**src/rtl/rfp_pkg.sv**
```systemverilog
// Shared types and constants for the ranging frame parser.
// No dependencies; every other file of the block imports this package.
`default_nettype none

package rfp_pkg;

    // Field widths fixed by the frame format
    localparam int BYTE_W         = 8;
    localparam int RANGE_W        = 16;
    localparam int LEN_W          = 6;
    localparam int CFG_IDX_W      = 3;
    localparam int CFG_DATA_W     = 8;
    localparam int RANGE_BYTES    = 6;

    // Payload length limits
    localparam int RFP_MAX_PAYLOAD = 32;
    localparam int MIN_PAYLOAD     = 9;
    localparam int LENGTH_RESET    = 9;

    // Payload byte positions of interest
    localparam int TAG_POS        = 0;
    localparam int RANGE_FIRST    = 3;
    localparam int RANGE_LAST     = 8;

    typedef enum logic [2:0] {
        PH_HEAD_A  = 3'd0,
        PH_HEAD_B  = 3'd1,
        PH_HEAD_C  = 3'd2,
        PH_PAYLOAD = 3'd3,
        PH_TRAIL_A = 3'd4,
        PH_TRAIL_B = 3'd5
    } t_phase;

    typedef enum logic [CFG_IDX_W-1:0] {
        REG_HEADER_A  = 3'd0,
        REG_HEADER_B  = 3'd1,
        REG_HEADER_C  = 3'd2,
        REG_TRAILER_A = 3'd3,
        REG_TRAILER_B = 3'd4,
        REG_LENGTH    = 3'd5
    } t_cfg_index;

    typedef struct packed {
        logic [BYTE_W-1:0] header_byte_a;
        logic [BYTE_W-1:0] header_byte_b;
        logic [BYTE_W-1:0] header_byte_c;
        logic [BYTE_W-1:0] trailer_byte_a;
        logic [BYTE_W-1:0] trailer_byte_b;
        logic [LEN_W-1:0]  payload_length;
    } t_cfg;

    typedef struct packed {
        logic [BYTE_W-1:0] rx_byte;
    } t_rx_item;

    typedef struct packed {
        logic [BYTE_W-1:0]  tag_id;
        logic [RANGE_W-1:0] range_one;
        logic [RANGE_W-1:0] range_two;
        logic [RANGE_W-1:0] range_three;
    } t_result;

endpackage

`default_nettype wire

```
**src/rtl/rfp_stream_if.sv**
```systemverilog
// Valid/ready stream channel used for the byte input and the result output.
// Payload type is a parameter; defaults come from rfp_pkg.
`default_nettype none

interface rfp_stream_if
    import rfp_pkg::*;
#(
    parameter type t_payload = t_rx_item
) ();

    logic     valid;
    logic     ready;
    t_payload payload;

    modport source (output valid, output payload, input ready);
    modport sink   (input valid, input payload, output ready);

endinterface

`default_nettype wire

```
**src/rtl/ranging_frame_parser.sv**
```systemverilog
// Top level of the ranging frame parser: config registers, frame FSM, result buffer.
// Depends on rfp_pkg, rfp_stream_if, rfp_cfg_regs, rfp_frame_fsm and rfp_out_buf.
`default_nettype none

// One received byte is taken per cycle on i_rx while i_rx.ready is high; the parser
// hunts for the three header bytes, counts payload_length payload bytes (clamped
// to 9..MAX_PAYLOAD), then checks the two trailer bytes. A mismatching header or
// trailer byte sends it back to hunting, and that byte is not tried again as a
// first header byte. A good frame yields one item on o_result: the tag byte and
// three little-endian 16-bit ranges in centimetres from payload bytes 3..8. The
// result is registered on the second trailer byte, into the buffer's output stage,
// or its skid stage while an earlier result waits. A two-deep result buffer keeps
// i_rx.ready high unless two results are waiting. Write the configuration registers
// only while the stream is idle; writes to unknown indexes are dropped.

module ranging_frame_parser
    import rfp_pkg::*;
#(
    parameter int MAX_PAYLOAD = RFP_MAX_PAYLOAD
) (
    input  wire logic                  i_clk,
    input  wire logic                  i_rst_n,
    input  wire logic                  i_cfg_we,
    input  wire logic [CFG_IDX_W-1:0]  i_cfg_index,
    input  wire logic [CFG_DATA_W-1:0] i_cfg_data,
    rfp_stream_if.sink                 i_rx,
    rfp_stream_if.source               o_result
);

    t_cfg    cfg;
    logic    rx_take;
    logic    res_valid;
    t_result res_data;
    logic    buf_space;
    t_result out_data;

    rfp_cfg_regs u_cfg_regs (
        .i_clk       (i_clk),
        .i_rst_n     (i_rst_n),
        .i_cfg_we    (i_cfg_we),
        .i_cfg_index (i_cfg_index),
        .i_cfg_data  (i_cfg_data),
        .o_cfg       (cfg)
    );

    // Accept a byte whenever the skid stage is free
    assign i_rx.ready = buf_space;
    assign rx_take    = i_rx.valid && buf_space;

    rfp_frame_fsm #(
        .MAX_PAYLOAD (MAX_PAYLOAD)
    ) u_frame_fsm (
        .i_clk       (i_clk),
        .i_rst_n     (i_rst_n),
        .i_cfg       (cfg),
        .i_take      (rx_take),
        .i_rx_byte   (i_rx.payload.rx_byte),
        .o_res_valid (res_valid),
        .o_res       (res_data)
    );

    rfp_out_buf u_out_buf (
        .i_clk   (i_clk),
        .i_rst_n (i_rst_n),
        .i_valid (res_valid),
        .i_data  (res_data),
        .o_space (buf_space),
        .o_valid (o_result.valid),
        .o_data  (out_data),
        .i_ready (o_result.ready)
    );

    assign o_result.payload = out_data;

endmodule

`default_nettype wire

```
**src/rtl/rfp_cfg_regs.sv**
```systemverilog
// Configuration register file of the ranging frame parser.
// Depends on rfp_pkg for the register index codes and the t_cfg struct.
`default_nettype none

module rfp_cfg_regs
    import rfp_pkg::*;
(
    input  wire logic                  i_clk,
    input  wire logic                  i_rst_n,
    input  wire logic                  i_cfg_we,
    input  wire logic [CFG_IDX_W-1:0]  i_cfg_index,
    input  wire logic [CFG_DATA_W-1:0] i_cfg_data,
    output t_cfg                       o_cfg
);

    t_cfg r_cfg;

    always_ff @(posedge i_clk) begin
        if (!i_rst_n) begin
            r_cfg                <= '0;
            r_cfg.payload_length <= LEN_W'(LENGTH_RESET);
        end else if (i_cfg_we) begin
            unique case (t_cfg_index'(i_cfg_index))
                REG_HEADER_A:  r_cfg.header_byte_a  <= i_cfg_data;
                REG_HEADER_B:  r_cfg.header_byte_b  <= i_cfg_data;
                REG_HEADER_C:  r_cfg.header_byte_c  <= i_cfg_data;
                REG_TRAILER_A: r_cfg.trailer_byte_a <= i_cfg_data;
                REG_TRAILER_B: r_cfg.trailer_byte_b <= i_cfg_data;
                REG_LENGTH:    r_cfg.payload_length <= i_cfg_data[LEN_W-1:0];
                default: begin
                    // drop writes to unknown indexes
                end
            endcase
        end
    end

    assign o_cfg = r_cfg;

endmodule

`default_nettype wire

```
**src/rtl/rfp_frame_fsm.sv**
```systemverilog
// Frame state machine: header hunt, payload capture, trailer check.
// Depends on rfp_pkg for the phase enum, t_cfg and t_result.
`default_nettype none

module rfp_frame_fsm
    import rfp_pkg::*;
#(
    parameter int MAX_PAYLOAD = RFP_MAX_PAYLOAD
) (
    input  wire logic              i_clk,
    input  wire logic              i_rst_n,
    input  wire t_cfg              i_cfg,
    input  wire logic              i_take,
    input  wire logic [BYTE_W-1:0] i_rx_byte,
    output logic                   o_res_valid,
    output t_result                o_res
);

    localparam int IDX_W = $clog2(MAX_PAYLOAD);

    t_phase             r_phase, n_phase;
    logic [IDX_W-1:0]   r_idx, n_idx;
    logic [BYTE_W-1:0]  r_tag, n_tag;
    logic [BYTE_W-1:0]  r_range [RANGE_BYTES];
    logic [BYTE_W-1:0]  n_range [RANGE_BYTES];

    logic [LEN_W-1:0]   eff_len;
    logic [LEN_W-1:0]   idx_inc;
    logic [LEN_W-1:0]   idx_ext;

    // Clamp the configured length into the supported range
    always_comb begin
        if (i_cfg.payload_length < LEN_W'(MIN_PAYLOAD)) begin
            eff_len = LEN_W'(MIN_PAYLOAD);
        end else if (i_cfg.payload_length > LEN_W'(MAX_PAYLOAD)) begin
            eff_len = LEN_W'(MAX_PAYLOAD);
        end else begin
            eff_len = i_cfg.payload_length;
        end
    end

    assign idx_ext = LEN_W'(r_idx);
    assign idx_inc = idx_ext + LEN_W'(1);

    // Next state
    always_comb begin
        n_phase = r_phase;
        n_idx   = r_idx;
        if (i_take) begin
            unique case (r_phase)
                PH_HEAD_B: begin
                    n_phase = (i_rx_byte == i_cfg.header_byte_b) ? PH_HEAD_C : PH_HEAD_A;
                end
                PH_HEAD_C: begin
                    n_phase = (i_rx_byte == i_cfg.header_byte_c) ? PH_PAYLOAD : PH_HEAD_A;
                    n_idx   = '0;
                end
                PH_PAYLOAD: begin
                    if (idx_inc >= eff_len) begin
                        n_phase = PH_TRAIL_A;
                        n_idx   = '0;
                    end else begin
                        n_idx   = idx_inc[IDX_W-1:0];
                    end
                end
                PH_TRAIL_A: begin
                    n_phase = (i_rx_byte == i_cfg.trailer_byte_a) ? PH_TRAIL_B : PH_HEAD_A;
                end
                PH_TRAIL_B: begin
                    n_phase = PH_HEAD_A;
                end
                default: begin
                    n_phase = (i_rx_byte == i_cfg.header_byte_a) ? PH_HEAD_B : PH_HEAD_A;
                end
            endcase
        end
    end

    // Outputs: payload capture and result strobe
    always_comb begin
        n_tag   = r_tag;
        n_range = r_range;
        if (i_take && r_phase == PH_PAYLOAD) begin
            if (idx_ext == LEN_W'(TAG_POS)) begin
                n_tag = i_rx_byte;
            end
            for (int k = 0; k < RANGE_BYTES; k++) begin
                if (idx_ext == LEN_W'(RANGE_FIRST + k)) begin
                    n_range[k] = i_rx_byte;
                end
            end
        end
        o_res_valid = i_take && (r_phase == PH_TRAIL_B)
                      && (i_rx_byte == i_cfg.trailer_byte_b);
        o_res.tag_id      = r_tag;
        o_res.range_one   = {r_range[1], r_range[0]};
        o_res.range_two   = {r_range[3], r_range[2]};
        o_res.range_three = {r_range[5], r_range[4]};
    end

    always_ff @(posedge i_clk) begin
        if (!i_rst_n) begin
            r_phase <= PH_HEAD_A;
            r_idx   <= '0;
            r_tag   <= '0;
            for (int k = 0; k < RANGE_BYTES; k++) begin
                r_range[k] <= '0;
            end
        end else begin
            r_phase <= n_phase;
            r_idx   <= n_idx;
            r_tag   <= n_tag;
            r_range <= n_range;
        end
    end

endmodule

`default_nettype wire

```
**src/rtl/rfp_out_buf.sv**
```systemverilog
// Result register with a skid stage, so the input side sees a registered ready.
// Depends on rfp_pkg for t_result.
`default_nettype none

module rfp_out_buf
    import rfp_pkg::*;
(
    input  wire logic    i_clk,
    input  wire logic    i_rst_n,
    input  wire logic    i_valid,
    input  wire t_result i_data,
    output logic         o_space,
    output logic         o_valid,
    output t_result      o_data,
    input  wire logic    i_ready
);

    logic    r_out_valid, r_skid_valid;
    t_result r_out_data, r_skid_data;
    logic    take;

    assign take    = r_out_valid && i_ready;
    assign o_space = !r_skid_valid;
    assign o_valid = r_out_valid;
    assign o_data  = r_out_data;

    always_ff @(posedge i_clk) begin
        if (!i_rst_n) begin
            r_out_valid  <= 1'b0;
            r_skid_valid <= 1'b0;
        end else if (!r_out_valid || take) begin
            // output slot frees up: advance skid first, else new item
            if (r_skid_valid) begin
                r_out_valid  <= 1'b1;
                r_skid_valid <= i_valid;
            end else begin
                r_out_valid  <= i_valid;
            end
        end else if (i_valid) begin
            r_skid_valid <= 1'b1;
        end
    end

    always_ff @(posedge i_clk) begin
        if (!r_out_valid || take) begin
            if (r_skid_valid) begin
                r_out_data  <= r_skid_data;
                r_skid_data <= i_data;
            end else begin
                r_out_data  <= i_data;
            end
        end else if (i_valid) begin
            r_skid_data <= i_data;
        end
    end

endmodule

`default_nettype wire

```
**src/flat_wrapper.sv**
```systemverilog
// flat-port wrapper written by rule: the top's interface ports become plain ports
module ranging_frame_parser_flat import rfp_pkg::*;
#(
    parameter int MAX_PAYLOAD = RFP_MAX_PAYLOAD
)
  (i_clk, i_rst_n, i_cfg_we, i_cfg_index, i_cfg_data, i_rx_valid, i_rx_payload, i_rx_ready, o_result_valid, o_result_payload, o_result_ready);
  rfp_stream_if #(.t_payload(t_rx_item)) i_rx_i ();
  rfp_stream_if #(.t_payload(t_result)) o_result_i ();
  input  wire logic i_clk;
  input  wire logic i_rst_n;
  input  wire logic i_cfg_we;
  input  wire logic [CFG_IDX_W-1:0] i_cfg_index;
  input  wire logic [CFG_DATA_W-1:0] i_cfg_data;
  input wire logic [$bits(i_rx_i.valid)-1:0] i_rx_valid;
  input wire logic [$bits(i_rx_i.payload)-1:0] i_rx_payload;
  output wire logic [$bits(i_rx_i.ready)-1:0] i_rx_ready;
  output wire logic [$bits(o_result_i.valid)-1:0] o_result_valid;
  output wire logic [$bits(o_result_i.payload)-1:0] o_result_payload;
  input wire logic [$bits(o_result_i.ready)-1:0] o_result_ready;
  assign i_rx_i.valid = i_rx_valid;
  assign i_rx_i.payload = i_rx_payload;
  assign i_rx_ready = i_rx_i.ready;
  assign o_result_valid = o_result_i.valid;
  assign o_result_payload = o_result_i.payload;
  assign o_result_i.ready = o_result_ready;
  ranging_frame_parser #(.MAX_PAYLOAD(MAX_PAYLOAD)) u_core (.i_clk(i_clk), .i_rst_n(i_rst_n), .i_cfg_we(i_cfg_we), .i_cfg_index(i_cfg_index), .i_cfg_data(i_cfg_data), .i_rx(i_rx_i), .o_result(o_result_i));
endmodule
```
**config.mk**
```make
export PLATFORM = sky130hd
export DESIGN_NAME = ranging_frame_parser_flat
export DESIGN_NICKNAME = d
export VERILOG_FILES = /design/src/rtl/rfp_pkg.sv /design/src/rtl/rfp_stream_if.sv /design/src/rtl/ranging_frame_parser.sv /design/src/rtl/rfp_cfg_regs.sv /design/src/rtl/rfp_frame_fsm.sv /design/src/rtl/rfp_out_buf.sv /design/src/flat_wrapper.sv
export SDC_FILE = /design/constraint.sdc
export NUM_CORES = 1
export LEC_CHECK = 0
export ABC_AREA = 1
export BUFFER_PORTS_ARGS = -buffer_cell sky130_fd_sc_hd__clkbuf_2
export CAP_MARGIN = 10
export CORE_MARGIN = 4
export CORE_UTILIZATION = 50
export CTS_CLUSTER_DIAMETER = 60
export DETAILED_ROUTE_END_ITERATION = 8
export PLACE_DENSITY = 0.72
export RECOVER_POWER = 25
export SYNTH_ARGS = -nofsm -noshare
export SYNTH_HDL_FRONTEND = slang
export SYNTH_HIERARCHICAL = 1
export SYNTH_SLANG_ARGS = --single-unit
```
**constraint.sdc**
```tcl
create_clock -name i_clk -period 7.5 [get_ports i_clk]
set_clock_uncertainty 0.1 [all_clocks]
set_input_delay 1.5 -clock i_clk [delete_from_list [all_inputs] [get_ports i_clk]]
set_output_delay 1.5 -clock i_clk [all_outputs]
set_load 0.05 [all_outputs]
```
==> metrics, run 1 <==
status=finished, violations left; violated checks=max-capacitance violations, max-slew violations; die height=144 um; DR pass1 iterations=5; final hold viol count=0; post-CTS setup buffer count=0; GR Util All Layers=0.189; Clock Tree Root=clkbuf_16; placer's final routability congestion estimate=0.880; post-synthesis net count=1066; CTS Hold Bufs=0; max_slew headroom=-0.224; sequential area share after synthesis=0.604; CTS tree=built; io pins=82; core footprint=18100 um^2; R2R cell count=10; initial antenna violation count=0; Non-Filler Instances=1345; antenna fix cells=0; vias post-DR=6882; Setup violations, final=0; PortBufs=81; Clock Latency Late Sink=0.50 ns; met2 routed wirelength=9.09 mm; Cell Area, Synth=9290 um^2; syn_area_per_cell=9.00 um^2; Storage cell area=5610 um^2; largest net degree at the start of global routing=108; Pins Over Slew Limit=43; wire length per cell=14.7 um; CP Class=reg -> out; post-DR vias/cell=5.12; reg-to-reg slack, setup=4.28 ns; GRT Residual Overflow=0; die area=20800 um^2; Yosys Warn Count=6; std cell rows=49; hold_sp=u_core/u_frame_fsm/o_res[15]; final worst-path cycle share=0.674; CP Cell Sequence=buf_4 -> inv_1 -> clkbuf_1 -> clkbuf_2; first-pass GRT wire length=31.5 mm; Critical Path Start=u_core/u_out_buf/r_skid_valid; Die W=144 um; Routed met3 length=1.15 mm; post-CTS sizing=0; Min-Delay Endpoint=u_core/u_out_buf/r_skid_data[15]; post-synthesis cell count=1032; Crit Path Max Fanout=58; Max rail drop VDD=146 uV; Max-Cap Viols=1; CTS Sinks=224; Slowest Stage Delay on Critical Path=1.37 ns; hold path cells=0; M1 WL=9.12 mm; routed wire length=19.8 mm; layout cell share with drive strength beyond 1=0.116; Multi-input gate area=3110 um^2; DPL Wire Length=13.2 mm; Least-Margin Pin Slew=1.84 ns; Highest Signal Layer=met4; synthesized flop and latch total=224; Tmin final=5.05 ns; CP Launch Type=register; P_leak=0.00457 uW; initial core utilization=0.513; Final #Nets=1133; fill cell count=1570; # DRC=0; RSZ-0062 raised after global routing=false; crit end category=output port; clock slew at reported path FFs=0.06 ns; htree depth=1; Netlist cell types=40; Worst EP required=5.90 ns; R2R Path Start=u_core/u_out_buf/r_skid_valid; Starting DRT DRC Count=520; Max Fclk=198 MHz; power per cell area=234 nW/um^2; Critical-path top delay cell=clkbuf_1; Bufs on Longest Clock Path=3; CP top delay family=buffers and inverters; placed insts=1303; number of global-route vias before repair=6081; Final ANT Viol Nets=0; number of buffers and inverters on the critical path=4; arrival time worst endpoint=3.45 ns; worst min path class=reg -> reg; Reg-to-Reg End=u_core/u_out_buf/r_skid_data[48]; setup tns final=0 ns; cts bufs inserted=23; P&R area growth vs syn=12.8%
[logic make-up after synthesis]
group,synth area share
adders and majority gates,0.0135
buffers and inverters,0.0610
AOI/OAI and AO/OA,0.0761
DFF,0.604
and+or+nand+nor,0.227
xor gates and xnor gates,0.0189
[final cells by class]
class,count,area share
Multi-Input combinational cell,678,0.297
Clock buffer,35,0.0613
Inverter,85,0.0305
Sequential cell,224,0.535
Timing Repair Buffer,87,0.0426
Clock inverter,7,0.00561
Tap cell,229,0.0274
[worst max path at each step]
stage / to / cells past startpoint
2_1_floorplan: u_core/u_out_buf/r_skid_data[0] / 4
3_3_place_gp: u_core/u_out_buf/r_skid_data[49] / 9
3_5_place_dp: u_core/u_out_buf/r_skid_data[1] / 9
4_1_cts: i_rx_ready / 4
5_1_grt: i_rx_ready / 4
6_report: i_rx_ready / 4
[Yosys cell counts, drive strengths merged]
master / n / share of area
ha: 10 / 0.013
o2111ai: 1 / 0.00094
a221oi: 1 / 0.00094
nor4: 1 / 0.00067
nand3: 60 / 0.034
clkinv: 4 / 0.0016
a21oi: 65 / 0.036
buf: 34 / 0.022
dfxtp: 112 / 0.24
o21a: 1 / 0.00081
inv: 81 / 0.033
or2: 1 / 0.00067
or3: 1 / 0.00067
edfxtp: 112 / 0.36
nor2: 126 / 0.055
o21ai: 61 / 0.034
xor2: 6 / 0.0057
a211oi: 1 / 0.00081
nand2: 313 / 0.13
nor3: 3 / 0.0028
o22ai: 1 / 0.00067
nand4: 9 / 0.0061
o31ai: 2 / 0.0016
clkbuf: 11 / 0.0046
o21bai: 1 / 0.00081
xnor2: 14 / 0.013
[metal layers]
| metal | GRT usage | vias up |
|---|---|---|
| li1 | - | 3498 |
| met5 | 0 | - |
| met1 | 0.273 | 3162 |
| met4 | 0.0530 | 0 |
| met2 | 0.301 | 189 |
| met3 | 0.0248 | 33 |
[placed cells by master, fill, tap and decap left out, types with 10 or more instances in the layout]
cell	instances
a21oi_1	63
clkbuf_1	12
clkbuf_16	24
clkbuf_2	81
dfxtp_1	111
edfxtp_1	112
ha_1	10
inv_1	80
nand2_1	312
nand3_1	59
nor2_1	121
o21ai_0	58
xnor2_1	14
[power by group]
part,total (uW),switching [uW],internal [uW]
logic,93.5,63.4,30.0
clock network,1060,439,624
registers,1290,8.57,1280
[flip-flops by register name, indices dropped and copies added (netlist names)]
register and cells:
u_core/u_out_buf/o_data 56, u_core/u_frame_fsm/r_phase 3, u_core/u_out_buf/r_skid_data 56, u_core/u_frame_fsm/r_tag 8, u_core/u_frame_fsm/o_res 48, u_core/u_out_buf/o_valid 1, u_core/u_out_buf/r_skid_valid 1, u_core/u_frame_fsm/r_idx 5
u_core/u_cfg_regs/o_cfg 46
[worst reg2reg max path: cells and delay by family, from the launching register on]
kind	cells	cell delay, ns
AND/OR/NAND/NOR	2	0.32
buffers and inverters	5	1.55
AO/OA/AOI/OAI	3	0.50
flip-flops	1	0.31
[metrics by stage]
stage                     hold WS, ns  power (uW)  setup slack (ns)  utilization  area (um^2)
after floorplan                 0.325        1380              2.72            -         9290
after global placement          0.336        1410              3.63        0.541         9780
after detailed placement        0.333        1410              3.53        0.541         9780
after CTS                       0.346        2470              3.61        0.579        10500
after global routing            0.357        2530              2.18        0.579        10500
final                           0.351        2450              2.45        0.579        10500
Power figures use the tool's default switching activity.
==> run 2, diff against run 1 <==
--- a/config.mk
+++ b/config.mk
@@ -5,7 +5,7 @@
 export SDC_FILE = /design/constraint.sdc
 export NUM_CORES = 1
 export LEC_CHECK = 0
-export ABC_AREA = 1
+export ABC_AREA = 0
 export BUFFER_PORTS_ARGS = -buffer_cell sky130_fd_sc_hd__clkbuf_2
 export CAP_MARGIN = 10
 export CORE_MARGIN = 4
==> constraint.sdc (replaced) <==
create_clock -name i_clk -period 5.3 [get_ports i_clk]
set_clock_uncertainty 0.1 [all_clocks]
set_input_delay 1.06 -clock i_clk [delete_from_list [all_inputs] [get_ports i_clk]]
set_output_delay 1.06 -clock i_clk [all_outputs]
set_load 0.05 [all_outputs]
==> run 2 against run 1 <==
Compared with the run above:
- the run still ends with max-capacitance violations, max-slew violations left
- core utilization shrank 0.30 points
- combinational power grew 14%
- hold slack gained 0.0017 ns
- synthesized cell count shrank 30%
- critical path depth shrank 2
- critical path type is now reg -> reg
- critical endpoint is now u_core/u_out_buf/o_data[3]
- highest routed layer unchanged
==> metrics, run 2 <==
Routed met3 length=1.01 mm (was 1.15 mm); arrival time worst endpoint=3.61 ns (was 3.45 ns); Setup violations, final=0 (unchanged); met2 routed wirelength=8.91 mm (was 9.09 mm); Yosys Warn Count=6 (unchanged); die height=144 um (about the same); htree depth=1 (unchanged); GR Util All Layers=0.176 (was 0.189); DPL Wire Length=12.2 mm (was 13.2 mm); Tmin final=3.46 ns; vias post-DR=5605 (was 6882); Die W=144 um (about the same); P&R area growth vs syn=13.0% (was 12.8%); post-CTS sizing=0 (unchanged); most frequent cells in the layout=dfxtp_1, edfxtp_1, nand2_1, clkbuf_2, mux2i_1 (was nand2_1, nor2_1, edfxtp_1, dfxtp_1, clkbuf_2); Final ANT Viol Nets=0 (unchanged); Net Sw Power=719 uW (was 511 uW); Clock Power Share=0.457 (was 0.434); violated checks=max-capacitance violations, max-slew violations (unchanged); Design Area, Final=10400 um^2 (was 10500 um^2); largest net degree at the start of global routing=64 (was 108); Worst EP required=5.45 ns (was 5.90 ns); Crit Path Max Fanout=58 (unchanged); clock slew at reported path FFs=0.06 ns (about the same); synthesized flop and latch total=224 (unchanged); std cell rows=49 (unchanged); Area contributors post-synth=edfxtp_1, dfxtp_1, mux2i_1, mux2_2, nand2_1 (was edfxtp_1, dfxtp_1, nand2_1, nor2_1, a21oi_1); R2R Path Start=u_core/u_out_buf/r_skid_valid (unchanged); wire length per cell=17.4 um (was 14.7 um); Reg power frac=0.512 (was 0.527); WHS=0.353 ns (was 0.351 ns); CTS Hold Bufs=0 (unchanged); fill cell count=1487 (was 1570); CP top delay family=buffers and inverters (unchanged); Bufs on Longest Clock Path=3 (unchanged); die area=20600 um^2 (was 20800 um^2); logic gate share of total power=0.030 (was 0.038); crit end category=register (was output port); GRT Residual Overflow=0 (unchanged); Max-Cap Viols=1 (unchanged); Netlist cell types=50 (was 40); final hold viol count=0 (unchanged); final worst-path cycle share=0.652; P_leak=0.00425 uW (was 0.00457 uW); Highest Signal Layer=met4 (unchanged); core footprint=18000 um^2 (was 18100 um^2); io pins=82 (unchanged); Starting DRT DRC Count=310 (was 520); # DRC=0 (unchanged); layout cell share with drive strength beyond 1=0.230 (was 0.116); async set or reset register ratio after synthesis=0 (unchanged); RSZ-0062 raised after global routing=false (unchanged); Int Power=2830 uW (was 1940 uW); Synth top area share=0.366 (was 0.362); initial antenna violation count=0 (unchanged); sequential area share after synthesis=0.610 (was 0.604); hold_sp=u_core/u_frame_fsm/o_res[47] (was u_core/u_frame_fsm/o_res[15]); Synth Flop Type=edfxtp_1 (unchanged); placer's final routability congestion estimate=0.860 (was 0.880); power per cell area=342 nW/um^2 (was 234 nW/um^2); post-CTS setup buffer count=0 (unchanged); max_slew headroom=-1.12 (was -0.224); CP Class=reg -> reg (was reg -> out); cts bufs inserted=23 (unchanged); worst min path class=reg -> reg (unchanged); Max Fclk=289 MHz; antenna fix cells=0 (unchanged); placed inst area=9630 um^2 (was 9780 um^2); first-pass GRT wire length=29.2 mm (was 31.5 mm); Critical Path Start=u_core/u_out_buf/r_skid_valid (unchanged); CTS Sinks=224 (unchanged); CP Launch Type=register (unchanged); initial core utilization=0.510 (was 0.513); post-synthesis cell count=721 (was 1032); number of buffers and inverters on the critical path=1 (was 4); Clock Latency Late Sink=0.51 ns (was 0.50 ns); Final #Nets=824 (was 1133); Least-Margin Pin Slew=3.18 ns (was 1.84 ns); post-DR vias/cell=5.41 (was 5.12); placed insts=994 (was 1303); Cell Area, Synth=9190 um^2 (was 9290 um^2); routed wire length=18.0 mm (was 19.8 mm); setup tns final=0 ns (unchanged); number of flops mapped to enable cells by yosys=112 (unchanged); leading area contributor after synthesis=edfxtp_1 (unchanged); Slowest Stage Delay on Critical Path=2.23 ns (was 1.37 ns); DR pass1 iterations=5 (unchanged); Non-Filler Instances=1036 (was 1345); CP Cell Sequence=clkbuf_1 -> mux2_2 (was buf_4 -> inv_1 -> clkbuf_1 -> clkbuf_2); sw frac=0.202 (was 0.209); Clock Tree Root=clkbuf_16 (unchanged); PortBufs=81 (unchanged); number of global-route vias before repair=5703 (was 6081); commonest cells in the netlist=dfxtp_1, edfxtp_1, nand2_1, mux2i_1, mux2_2 (was nand2_1, nor2_1, dfxtp_1, edfxtp_1, inv_1); CTS tree=built (unchanged); post-synthesis net count=755 (was 1066); Pins Over Slew Limit=59 (was 43); Max rail drop VDD=223 uV (was 146 uV); Critical-path top delay cell=clkbuf_1 (unchanged); syn_area_per_cell=12.7 um^2 (was 9.00 um^2); M1 WL=7.72 mm (was 9.12 mm); status=finished, violations left (unchanged)
-- run 2: cell type report --
cell class                      count  area, um^2  area share
Sequential cell                   224        5610       0.540
Multi-Input combinational cell    447        3240       0.312
Clock buffer                       32         669      0.0645
Timing Repair Buffer               87         447      0.0430
Tap cell                          229         287      0.0276
Clock inverter                     10         114      0.0110
Inverter                            7        26.3     0.00253
-- run 2: per-layer routing --
layer	vias to the layer above	GRT usage
met2	147	0.303
li1	2709	-
met1	2718	0.229
met4	0	0.0446
met3	31	0.0343
met5	-	0
-- run 2: worst register-to-register path, cell delays in order (launching register included) --
cell,delay [ns]
dfxtp_1,0.32
clkbuf_1,2.23
mux2_2,0.55
-- run 2: final timing paths --
| check | slack [ns] | endpoint | cells past startpoint |
|---|---|---|---|
| max | 1.84 | u_core/u_out_buf/o_data[3] | 2 |
| min | 0.35 | u_core/u_out_buf/r_skid_data[47] | 0 |
| max reg2reg | 1.84 | u_core/u_out_buf/o_data[3] | 2 |
| min reg2reg | 0.35 | u_core/u_out_buf/r_skid_data[47] | 0 |
-- run 2: kinds of logic (layout without fill, tap and decap cells) --
logic type,count (synthesis),count (layout),share of synthesized area
flip-flops,224,224,0.610
AND/OR/NAND/NOR,211,211,0.113
multiplexers,127,127,0.149
AO/OA/AOI/OAI,56,56,0.0361
buffers and inverters,50,136,0.0369
XOR/XNOR,43,43,0.0410
adder cells (fa/ha/maj),10,10,0.0136
-- run 2: metrics by stage --
stage | util | power, uW | setup WS, ns
after floorplan | - | 1940 | 0.928
after global placement | 0.534 | 1960 | 1.88
after detailed placement | 0.534 | 1960 | 1.79
after CTS | 0.578 | 3580 | 2.22
after global routing | 0.576 | 3670 | 1.52
final | 0.576 | 3550 | 1.84
-- run 2: power by group through the flow --
| stage | Sequential [uW] | Clock, uW | Combinational, uW |
|---|---|---|---|
| finish | 1820 | 1630 | 107 |
| global route | 1820 | 1730 | 117 |
| CTS | 1820 | 1650 | 108 |
| detailed placement | 1860 | 0 | 107 |
| global placement | 1860 | 0 | 104 |
| floorplan | 1860 | 0 | 78.2 |
